$ cat src/twrtc_pkg.sv
package twrtc_pkg;

  // pin sequencer phases
  typedef enum logic [3:0] {
    PH_IDLE,
    PH_DRIVE,
    PH_CE_LOW,
    PH_CLK_LOW,
    PH_CE_HIGH,
    PH_SETUP,
    PH_CLK_HIGH,
    PH_CLK_FALL,
    PH_RELEASE,
    PH_END_CE,
    PH_END_REL
  } phase_e;

  // action codes carried with each tick
  localparam logic [1:0] ACT_WRITE = 2'd1;
  localparam logic [1:0] ACT_READ  = 2'd2;

  localparam logic [7:0] PHASE_TICKS_RST = 8'd2;
  localparam int unsigned IN_TDATA_W  = 24;
  localparam int unsigned OUT_TDATA_W = 16;

  // sequencer state, pins included
  typedef struct packed {
    phase_e     phase;
    logic [7:0] timer;
    logic [3:0] bit_count;
    logic [7:0] shift_out;
    logic [7:0] pending;
    logic [7:0] shift_in;
    logic       is_read;
    logic       ce;
    logic       clk;
    logic       io;
    logic       drive;
    logic [7:0] read_reg;
  } state_t;

  // one result transaction
  typedef struct packed {
    logic [7:0] read_data;
    logic       done;
    logic       busy;
    logic       io_drive;
    logic       io_out;
    logic       serial_clock;
    logic       chip_enable;
  } res_t;

  // enter a phase: apply its pin action and restart the timer
  function automatic state_t enter_phase(state_t s, phase_e ph, logic [7:0] len);
    state_t r;
    r       = s;
    r.phase = ph;
    r.timer = len;
    case (ph)
      PH_DRIVE:    r.drive = 1'b1;
      PH_CE_LOW:   r.ce    = 1'b0;
      PH_CLK_LOW:  r.clk   = 1'b0;
      PH_CE_HIGH:  r.ce    = 1'b1;
      PH_SETUP: begin
        if (r.is_read && r.bit_count[3]) begin
          r.shift_in = r.shift_in >> 1;
        end else begin
          r.io        = r.shift_out[0];
          r.shift_out = r.shift_out >> 1;
        end
      end
      PH_CLK_HIGH: r.clk   = 1'b1;
      PH_CLK_FALL: r.clk   = 1'b0;
      PH_RELEASE:  r.drive = 1'b0;
      PH_END_CE:   r.ce    = 1'b0;
      PH_END_REL:  r.drive = 1'b0;
      default: ;
    endcase
    return r;
  endfunction

endpackage

$ cat src/twrtc_seq.sv
module twrtc_seq (
  input  logic               clk_i,
  input  logic               rst_ni,
  input  logic               advance_i,
  input  logic [1:0]         action_i,
  input  logic [7:0]         address_i,
  input  logic [7:0]         write_data_i,
  input  logic               io_in_i,
  input  logic [7:0]         phase_ticks_i,
  output twrtc_pkg::res_t    res_o
);

  twrtc_pkg::state_t st_q, st_d;
  logic [7:0]        len;
  logic              done;

  // zero phase length behaves as one
  assign len = (phase_ticks_i == 8'd0) ? 8'd1 : phase_ticks_i;

  // next state for this tick
  always_comb begin
    st_d = st_q;
    done = 1'b0;
    if (st_q.phase == twrtc_pkg::PH_IDLE) begin
      if (action_i == twrtc_pkg::ACT_WRITE || action_i == twrtc_pkg::ACT_READ) begin
        st_d.is_read   = (action_i == twrtc_pkg::ACT_READ);
        st_d.shift_out = st_d.is_read ? address_i + 8'd1 : address_i;
        st_d.pending   = write_data_i;
        st_d.shift_in  = 8'd0;
        st_d.bit_count = 4'd0;
        st_d = twrtc_pkg::enter_phase(st_d, twrtc_pkg::PH_DRIVE, len);
      end
    end else begin
      st_d.timer = st_q.timer - 8'd1;
      if (st_d.timer == 8'd0) begin
        case (st_q.phase)
          twrtc_pkg::PH_DRIVE:
            st_d = twrtc_pkg::enter_phase(st_d, twrtc_pkg::PH_CE_LOW, len);
          twrtc_pkg::PH_CE_LOW:
            st_d = twrtc_pkg::enter_phase(st_d, twrtc_pkg::PH_CLK_LOW, len);
          twrtc_pkg::PH_CLK_LOW:
            st_d = twrtc_pkg::enter_phase(st_d, twrtc_pkg::PH_CE_HIGH, len);
          twrtc_pkg::PH_CE_HIGH:
            st_d = twrtc_pkg::enter_phase(st_d, twrtc_pkg::PH_SETUP, len);
          twrtc_pkg::PH_SETUP:
            st_d = twrtc_pkg::enter_phase(st_d, twrtc_pkg::PH_CLK_HIGH, len);
          twrtc_pkg::PH_CLK_HIGH:
            st_d = twrtc_pkg::enter_phase(st_d, twrtc_pkg::PH_CLK_FALL, len);
          twrtc_pkg::PH_CLK_FALL: begin
            st_d.bit_count = st_q.bit_count + 4'd1;
            if (st_d.bit_count == 4'd0) begin
              st_d = twrtc_pkg::enter_phase(st_d, twrtc_pkg::PH_END_CE, len);
            end else if (st_d.bit_count == 4'd8 && st_q.is_read) begin
              st_d = twrtc_pkg::enter_phase(st_d, twrtc_pkg::PH_RELEASE, len);
            end else begin
              if (st_d.bit_count == 4'd8) begin
                st_d.shift_out = st_q.pending;
              end
              st_d = twrtc_pkg::enter_phase(st_d, twrtc_pkg::PH_SETUP, len);
            end
          end
          twrtc_pkg::PH_RELEASE:
            st_d = twrtc_pkg::enter_phase(st_d, twrtc_pkg::PH_SETUP, len);
          twrtc_pkg::PH_END_CE: begin
            if (st_q.is_read) begin
              st_d.read_reg = st_q.shift_in;
              st_d.phase    = twrtc_pkg::PH_IDLE;
              st_d.timer    = 8'd0;
              done          = 1'b1;
            end else begin
              st_d = twrtc_pkg::enter_phase(st_d, twrtc_pkg::PH_END_REL, len);
            end
          end
          default: begin
            st_d.phase = twrtc_pkg::PH_IDLE;
            st_d.timer = 8'd0;
            done       = 1'b1;
          end
        endcase
        // sample the data pin ahead of each read clock
        if (!done && st_d.phase == twrtc_pkg::PH_SETUP && st_d.is_read &&
            st_d.bit_count[3] && io_in_i) begin
          st_d.shift_in = st_d.shift_in | 8'h80;
        end
      end
    end
  end

  // result of this tick
  always_comb begin
    res_o.chip_enable  = st_d.ce;
    res_o.serial_clock = st_d.clk;
    res_o.io_out       = st_d.io;
    res_o.io_drive     = st_d.drive;
    res_o.busy         = (st_d.phase != twrtc_pkg::PH_IDLE);
    res_o.done         = done;
    res_o.read_data    = st_d.read_reg;
  end

  // state register, moves once per accepted tick
  always_ff @(posedge clk_i or negedge rst_ni) begin
    if (!rst_ni) begin
      st_q <= '0;
    end else if (advance_i) begin
      st_q <= st_d;
    end
  end

endmodule

$ cat src/twrtc_skid.sv
module twrtc_skid (
  input  logic             clk_i,
  input  logic             rst_ni,
  input  logic             in_valid_i,
  output logic             in_ready_o,
  input  twrtc_pkg::res_t  in_data_i,
  output logic             out_valid_o,
  input  logic             out_ready_i,
  output twrtc_pkg::res_t  out_data_o
);

  logic            out_v_q, skid_v_q;
  twrtc_pkg::res_t out_q, skid_q;
  logic            push;

  assign in_ready_o  = !skid_v_q;
  assign push        = in_valid_i && in_ready_o;
  assign out_valid_o = out_v_q;
  assign out_data_o  = out_q;

  // valid flags
  always_ff @(posedge clk_i or negedge rst_ni) begin
    if (!rst_ni) begin
      out_v_q  <= 1'b0;
      skid_v_q <= 1'b0;
    end else if (push) begin
      if (out_v_q && !out_ready_i) begin
        skid_v_q <= 1'b1;
      end else begin
        out_v_q <= 1'b1;
      end
    end else if (out_ready_i || !out_v_q) begin
      if (skid_v_q) begin
        out_v_q  <= 1'b1;
        skid_v_q <= 1'b0;
      end else begin
        out_v_q <= 1'b0;
      end
    end
  end

  // payload
  always_ff @(posedge clk_i) begin
    if (push) begin
      if (out_v_q && !out_ready_i) begin
        skid_q <= in_data_i;
      end else begin
        out_q <= in_data_i;
      end
    end else if ((out_ready_i || !out_v_q) && skid_v_q) begin
      out_q <= skid_q;
    end
  end

endmodule

$ cat src/three_wire_rtc_serial_master.sv
// Three-wire serial master (chip enable, serial clock, bidirectional data pin).
// Each transaction on the s_axis channel is one time tick: an action (tick only,
// start write, start read), address, write byte and the sampled data pin level.
// Each tick yields exactly one m_axis transaction with the pin levels after the
// tick, busy, a done strobe and the byte of the last completed read.
// A write sends the address then the data byte, LSB first; a read sends
// address + 1 and samples eight bits LSB first. Each pin phase lasts
// phase_ticks ticks, set through the cfg channel; the user must write it only
// while no transfer runs, which the block does not enforce. A tick's result is
// registered in the output stage. One tick per cycle is accepted while the
// output is not stalled. When the receiver stalls, one further tick is taken
// into a skid stage and s_axis_tready then drops until the output drains.
// Reset clears the sequencer to idle with all pins low and the data pin
// released, empties the output stage and sets phase_ticks to 2.
module three_wire_rtc_serial_master (
  input  logic                                clk_i,
  input  logic                                rst_ni,
  // action[1:0], address[9:2], write_data[17:10], io_in[18], zero[23:19]
  input  logic [twrtc_pkg::IN_TDATA_W-1:0]    s_axis_tdata,
  input  logic                                s_axis_tvalid,
  output logic                                s_axis_tready,
  // chip_enable[0], serial_clock[1], io_out[2], io_drive[3], busy_res[4],
  // done_res[5], read_data[13:6], zero[15:14]
  output logic [twrtc_pkg::OUT_TDATA_W-1:0]   m_axis_tdata,
  output logic                                m_axis_tvalid,
  input  logic                                m_axis_tready,
  input  logic                                cfg_valid_i,
  output logic                                cfg_ready_o,
  input  logic [7:0]                          cfg_data_i
);

  logic [7:0]      phase_ticks_q;
  logic            accept;
  twrtc_pkg::res_t seq_res, out_res;

  assign accept      = s_axis_tvalid && s_axis_tready;
  assign cfg_ready_o = 1'b1;

  // phase length register
  always_ff @(posedge clk_i or negedge rst_ni) begin
    if (!rst_ni) begin
      phase_ticks_q <= twrtc_pkg::PHASE_TICKS_RST;
    end else if (cfg_valid_i) begin
      phase_ticks_q <= cfg_data_i;
    end
  end

  // pin sequencer
  twrtc_seq u_seq (
    .clk_i         (clk_i),
    .rst_ni        (rst_ni),
    .advance_i     (accept),
    .action_i      (s_axis_tdata[1:0]),
    .address_i     (s_axis_tdata[9:2]),
    .write_data_i  (s_axis_tdata[17:10]),
    .io_in_i       (s_axis_tdata[18]),
    .phase_ticks_i (phase_ticks_q),
    .res_o         (seq_res)
  );

  // result register with skid stage
  twrtc_skid u_skid (
    .clk_i       (clk_i),
    .rst_ni      (rst_ni),
    .in_valid_i  (s_axis_tvalid),
    .in_ready_o  (s_axis_tready),
    .in_data_i   (seq_res),
    .out_valid_o (m_axis_tvalid),
    .out_ready_i (m_axis_tready),
    .out_data_o  (out_res)
  );

  assign m_axis_tdata = {2'b00, out_res};

`ifndef ASSERT_OFF
  // input only stalls while a result is held
  assert property (@(posedge clk_i) disable iff (!rst_ni)
    !s_axis_tready |-> m_axis_tvalid)
    else $error("input stalled with no result pending");

  // output is valid in the next cycle after every accepted tick
  assert property (@(posedge clk_i) disable iff (!rst_ni)
    accept |=> m_axis_tvalid)
    else $error("accepted tick produced no result");

  // completion strobe never comes with busy
  assert property (@(posedge clk_i) disable iff (!rst_ni)
    (m_axis_tvalid && m_axis_tdata[5]) |-> !m_axis_tdata[4])
    else $error("done and busy together");
`endif

endmodule
$ cat config.mk
export PLATFORM = sky130hd
export DESIGN_NAME = three_wire_rtc_serial_master
export DESIGN_NICKNAME = d
export VERILOG_FILES = /design/src/twrtc_pkg.sv /design/src/twrtc_seq.sv /design/src/twrtc_skid.sv /design/src/three_wire_rtc_serial_master.sv
export SDC_FILE = /design/constraint.sdc
export NUM_CORES = 1
export LEC_CHECK = 0
export ABC_AREA = 1
export BUFFER_PORTS_ARGS = -buffer_cell sky130_fd_sc_hd__buf_2
export CAP_MARGIN = 40
export CELL_PAD_IN_SITES_DETAIL_PLACEMENT = 1
export CELL_PAD_IN_SITES_GLOBAL_PLACEMENT = 2
export CORE_ASPECT_RATIO = 1.75
export CORE_MARGIN = 5
export CORE_UTILIZATION = 30
export DETAILED_ROUTE_END_ITERATION = 10
export PLACE_DENSITY = 0.74
export SLEW_MARGIN = 40
export SYNTH_ARGS = -nofsm -noshare
export SYNTH_HDL_FRONTEND = slang
export SYNTH_SLANG_ARGS = --single-unit
export TNS_END_PERCENT = 100
$ cat constraint.sdc
create_clock -name clk_i -period 2.7 [get_ports clk_i]
set_clock_uncertainty 0.05 [all_clocks]
set_input_delay 0.54 -clock clk_i [delete_from_list [all_inputs] [get_ports clk_i]]
set_output_delay 0.54 -clock clk_i [all_outputs]
set_load 0.05 [all_outputs]
## After elaboration in Yosys (flattened, before gate mapping)

Cells that the tools add are included.

| storage, ports and cells | value |
|---|---|
| bits in registers | 91 |
| bits of input ports | 37 |

| operators by class | value |
|---|---|
| $add $sub $neg | 3 |
| equality and inequality tests | 34 |
| multiplexer cells | 40 |
| reductions and logical operators | 40 |

Operators by type and width:

| cell | number |
|---|---|
| 41-bit one-hot mux with 7 select lines | 1 |
| 53-bit two-way mux | 5 |
| 12-bit one-hot mux with 8 select lines | 1 |
| 41-bit two-way mux | 2 |
| 8-bit two-way mux | 9 |
| 14-bit two-way mux | 3 |
| 12-bit two-way mux | 3 |
| 4-bit by 3-bit == test with 1-bit output, second input constant | 5 |
| 8-bit logical NOT | 2 |
| 3-bit by 1-bit != test with 1-bit output, second input constant | 5 |
| 1-bit two-way mux | 14 |
| 2-bit by 1-bit != test with 1-bit output, second input constant | 7 |
| 13-bit AND reduction | 1 |
| 4-bit == test, second input constant | 3 |
| 12-bit AND reduction | 1 |
| 1-bit logical AND | 10 |
| 10-bit AND reduction | 1 |
| 2-bit AND reduction | 5 |
| 3-bit by 2-bit != test with 1-bit output, second input constant | 3 |
| 8-bit by 1-bit adder with 8-bit output, second input constant | 1 |
| 4-bit by 2-bit == test with 1-bit output, second input constant | 2 |
| 4-bit logical NOT | 2 |
| 4-bit by 1-bit != test with 1-bit output, second input constant | 2 |
| 4-bit by 3-bit != test with 1-bit output, second input constant | 2 |
| other kinds (16) | 27 |

## Longest topological paths before layout

| depth | value |
|---|---|
| depth in word-level cells | 20 |
| depth in mapped cells | 16 |
| gate-level depth less buffers | 16 |

## By module

From an unflattened synthesis, not the netlist that was laid out.

| unflattened totals | value |
|---|---|
| cell total of the unflattened synthesis | 676 |
| area, all modules | 5246.3 um^2 |

Modules (own cells, without submodules):

| module | instances | cells an instance | area an instance (um^2) |
|---|---|---|---|
| twrtc_seq | 1 | 546 | 3741.1 |
| twrtc_skid | 1 | 89 | 1161.1 |
| three_wire_rtc_serial_master | 1 | 41 | 344.1 |

## Worst setup path before layout

No wires, ideal clock.

| timing | value |
|---|---|
| kind | register to register |
| start point | register u_seq.st_q[41] in the netlist's numbering |
| end point | register u_skid.out_q (netlist bit u_skid.out_data_o[3]) (data pin) |
| library setup time | 0.255 ns |
| arrival time | 1.947 ns |
| required time | 2.395 ns |
| slack | 0.448 ns |
| stages on the path, launching flop included | 15 |
| path buffers | 1 |
| clock period less this slack | 2.252 ns |
| path through | dfrtp_1 -> inv_1 -> ha_1 -> inv_1 -> nor2_1 -> nand3_1 -> nand2_1 -> nand2_1 -> nor2_2 -> nand3_4 -> nor2_4 -> buf_4 -> nand4_1 -> nand3_1 -> nand2_1 |

| on the way | value |
|---|---|
| longest elaborated chain between the ends | 6 |

Ends and longest elaborated chain:

| element | line | text |
|---|---|---|
| from (decl) | twrtc_seq.sv:13 | `twrtc_pkg::state_t st_q, st_d;` |
| from (signal assigned) | twrtc_seq.sv:105 | `st_q <= st_d;` |
| 8-bit by 1-bit subtractor with 8-bit output | twrtc_seq.sv:34 | `st_d.timer = st_q.timer - 8'd1;` |
| 8-bit logical NOT | twrtc_seq.sv:35 | `if (st_d.timer == 8'd0) begin` |
| 53-bit two-way mux | twrtc_seq.sv:35 |  |
| 53-bit two-way mux | twrtc_seq.sv:24 | `if (st_q.phase == twrtc_pkg::PH_IDLE) begin` |
| 14-bit two-way mux | twrtc_skid.sv:45 | `if (out_v_q && !out_ready_i) begin` |
| 14-bit two-way mux | twrtc_skid.sv:44 | `if (push) begin` |
| to (signal assigned) | twrtc_skid.sv:48 | `out_q <= in_data_i;` |
| to (signal assigned) | twrtc_skid.sv:51 | `out_q <= skid_q;` |
| to (decl) | twrtc_skid.sv:13 | `twrtc_pkg::res_t out_q, skid_q;` |

No other way between the ends. The select of a mux whose other input is x is not followed.
A chain may end at the register's enable or synchronous reset.

==> qor.yml <==
yosys:
  seq_area_frac_synth: 0.482
  yosys-top-cells-count: "251 x nand2_1, 63 x inv_1, 62 x dfrtp_1"
  synthTopCellsByArea: "dfrtp_1 31%, nand2_1 19%, edfxtp_1 17%"
  synthFlopType: "dfrtp_1"
  ys_seq_elements: 91
  syn_inst: 653
  synthDistinctLibCells: 39
  async_flop_share: 0.692
  syn_area_um2: 5020
  synth_top_cell_area_share: 0.309
  yosys.area.top_type: "dfrtp_1"
  yosys_warnings: 0
  synth_area_per_cell_um2: 7.68
  synth_most_common_cell: "nand2_1"
  synth_edf_count: 28
global_routing:
  antenna_found_initial: 0
  grt_overflow: 0
  grt_max_degree: 64
  grt_pass1_wl_mm: 23.9
  track_usage: 0.153
  first_global_vias: 4929
final_layout:
  design_area_um2: 5910
  post-route-util: 0.359
  fillers: 2067
  drive_gt1_frac: 0.169
  area_growth_pct: 17.9
  final_nets: 756
  n_antenna_cell: 0
routing:
  drcViolationCount: 0
  wl_per_cell_um: 15.0
  route.vias.total: 4460
  antenna_left: 0
  firstDrtPassIters: 4
  via_per_inst: 4.73
  drt-total-wl_mm: 14.1
  drtIter0Drc: 140
floorplan:
  start_util: 0.305
  io_pins: 56
  row_count: 62
  die_w_um: 108
  core_area_um2: 16400
  die_h_um: 181
  dieArea_um2: 19500
power_and_ir_drop:
  p_leak_nw: 2.87
  ir_worst_vdd_uv: 316
  powerDensity_nw_per_um2: 924
  clockPowerShare: 0.233
  seqPwrFrac: 0.356
  power_mw: 5.46
  switchingPower_mw: 2.41
  p_comb_frac: 0.411
  p_sw_frac: 0.441
  p_int_mw: 3.06
timing:
  setup_ws_ps: 247
  min_period_ps: 2450
  tns_ps: 0
  finalHoldViolCount: 0
  timing.fmax_mhz: 408
  slew_violations: 0
  worst_pin_slew_ps: 715
  finalCritPeriodShare: 0.908
  slew_headroom: 0.521
  setup_viol: 0
  grt_setup_unrepaired: "no"
placed_design:
  hpwl_mm: 10.8
  place_area_um2: 5600
  place_ws_ps: 122
  io_buffer_count: 47
  gp_congestion: 0.814
clock_network:
  clockBufferDepth: 2
  path_clk_slew_ps: 80
  clock_sinks: 91
  clk_latency_ps: 350
  htreeDepth: 3
  cts_inserted_buffers: 9
  cts_root_buf: "clkbuf_16"
  cts_tree: "done"
critical_path:
  cpPeakStageDelay_ps: 410
  cp-end-kind: "register"
  cp.required_ps: 2750
  cpMaxStageDelayCell: "dfrtp_1"
  cp_cell_sequence: "inv_1 -> ha_1 -> inv_1 -> nor2_1 -> nand3_1 -> nand2_1 -> nand2_1 -> nor2_4 -> nand3_4 -> nor2_4 -> nand2_1 -> nand2_1 -> nand3_1 -> nand2_1 -> nand2_1"
  cp_top_family: "simple AND/OR/NAND/NOR gates"
  critPathBufInv: 2
  worstPathArrival_ps: 2500
  cp_max_fo: 9
  worst_setup_path_start_kind: "register"
  path_class: "register to register"
  crit_top_cell: "nand2_1"
job:
  cap_violations: 0
min_path:
  hold_path_class: "input port to async pin"
outcome:
  status: "completed"
## registers in the layout, summed over array words and instances (netlist names)
name / count
u_seq.st_q: 53
u_skid.out_data_o: 14
u_skid.skid_q: 14
phase_ticks_q: 8
u_skid.out_valid_o: 1
u_skid.skid_v_q: 1
## cells by family (layout without fill, tap and decap cells)
logic type               Yosys count  count (layout)  synth area share
other                              2               3           0.00150
buffers and inverters             83             147            0.0688
XOR/XNOR                           3               3           0.00524
flip-flops                        91              91             0.482
AND/OR/NAND/NOR                  387             387             0.333
AO/OA/AOI/OAI                     79              79            0.0893
adder cells (fa/ha/maj)            6               6            0.0150
multiplexers                       2               2           0.00449
## final timing paths
check	start	endpoint	slack (ps)	cells after the start
max	u_seq.st_q[41]$_DFFE_PN0P_	u_skid.out_data_o[7]$_DFFE_PP_	250	15
min	rst_ni	u_seq.st_q[6]$_DFFE_PN0P_	140	2
max reg2reg	u_seq.st_q[41]$_DFFE_PN0P_	u_skid.out_data_o[7]$_DFFE_PP_	250	15
min reg2reg	phase_ticks_q[2]$_DFFE_PN0P_	u_seq.st_q[43]$_DFFE_PN0P_	430	2
max in group asynchronous	rst_ni	phase_ticks_q[1]$_DFFE_PN1P_	2140	2
min in group clk_i	cfg_data_i[0]	phase_ticks_q[0]$_DFFE_PN0P_	360	3
## cell usage in the layout, fill, tap and decap left out, drive strengths merged, types with 9 or more instances in the layout
| master | instances |
|---|---|
| nand3 | 60 |
| nand2 | 256 |
| o21ai | 55 |
| a21oi | 19 |
| inv | 70 |
| dfrtp | 62 |
| clkbuf | 9 |
| buf | 64 |
| edfxtp | 28 |
| nor2 | 52 |
## per-layer routing
layer,GRT usage,vias up,share of wire
li1,-,2227,-
met1,0.161,2143,0.39
met2,0.295,66,0.56
met3,0.0214,24,0.025
met4,0.0592,0,0.031
met5,0,-,0
## cell type report
type	instances	area [um2]	area share
Clock buffer	9	225	0.0381
Inverter	67	251	0.0425
Clock inverter	7	67.6	0.0114
Multi-Input combinational cell	480	2270	0.384
Sequential cell	91	2420	0.409
Tap cell	224	280	0.0474
Timing Repair Buffer	64	400	0.0677
## stage by stage
stage,hold WS [ps],std cells
6_report,144,942
5_1_grt,168,942
4_1_cts,165,941
3_5_place_dp,420,925
3_3_place_gp,403,925
2_1_floorplan,194,654
## timing repair
item                       in CTS  in global routing
setup endpoints to repair       0                 19
setup buffers                   0                  1
resized for setup               0                  3
hold buffers                    0                  0
## power by group through the flow
stage	logic [mW]	registers [mW]	clock network, mW
after floorplan	1.38	2.16	0
after global placement	2.21	1.96	0
final	2.25	1.94	1.27
after CTS	2.28	1.95	1.32
after global routing	2.54	1.98	1.37
after detailed placement	2.27	1.98	0
Power figures use the tool's default switching activity.
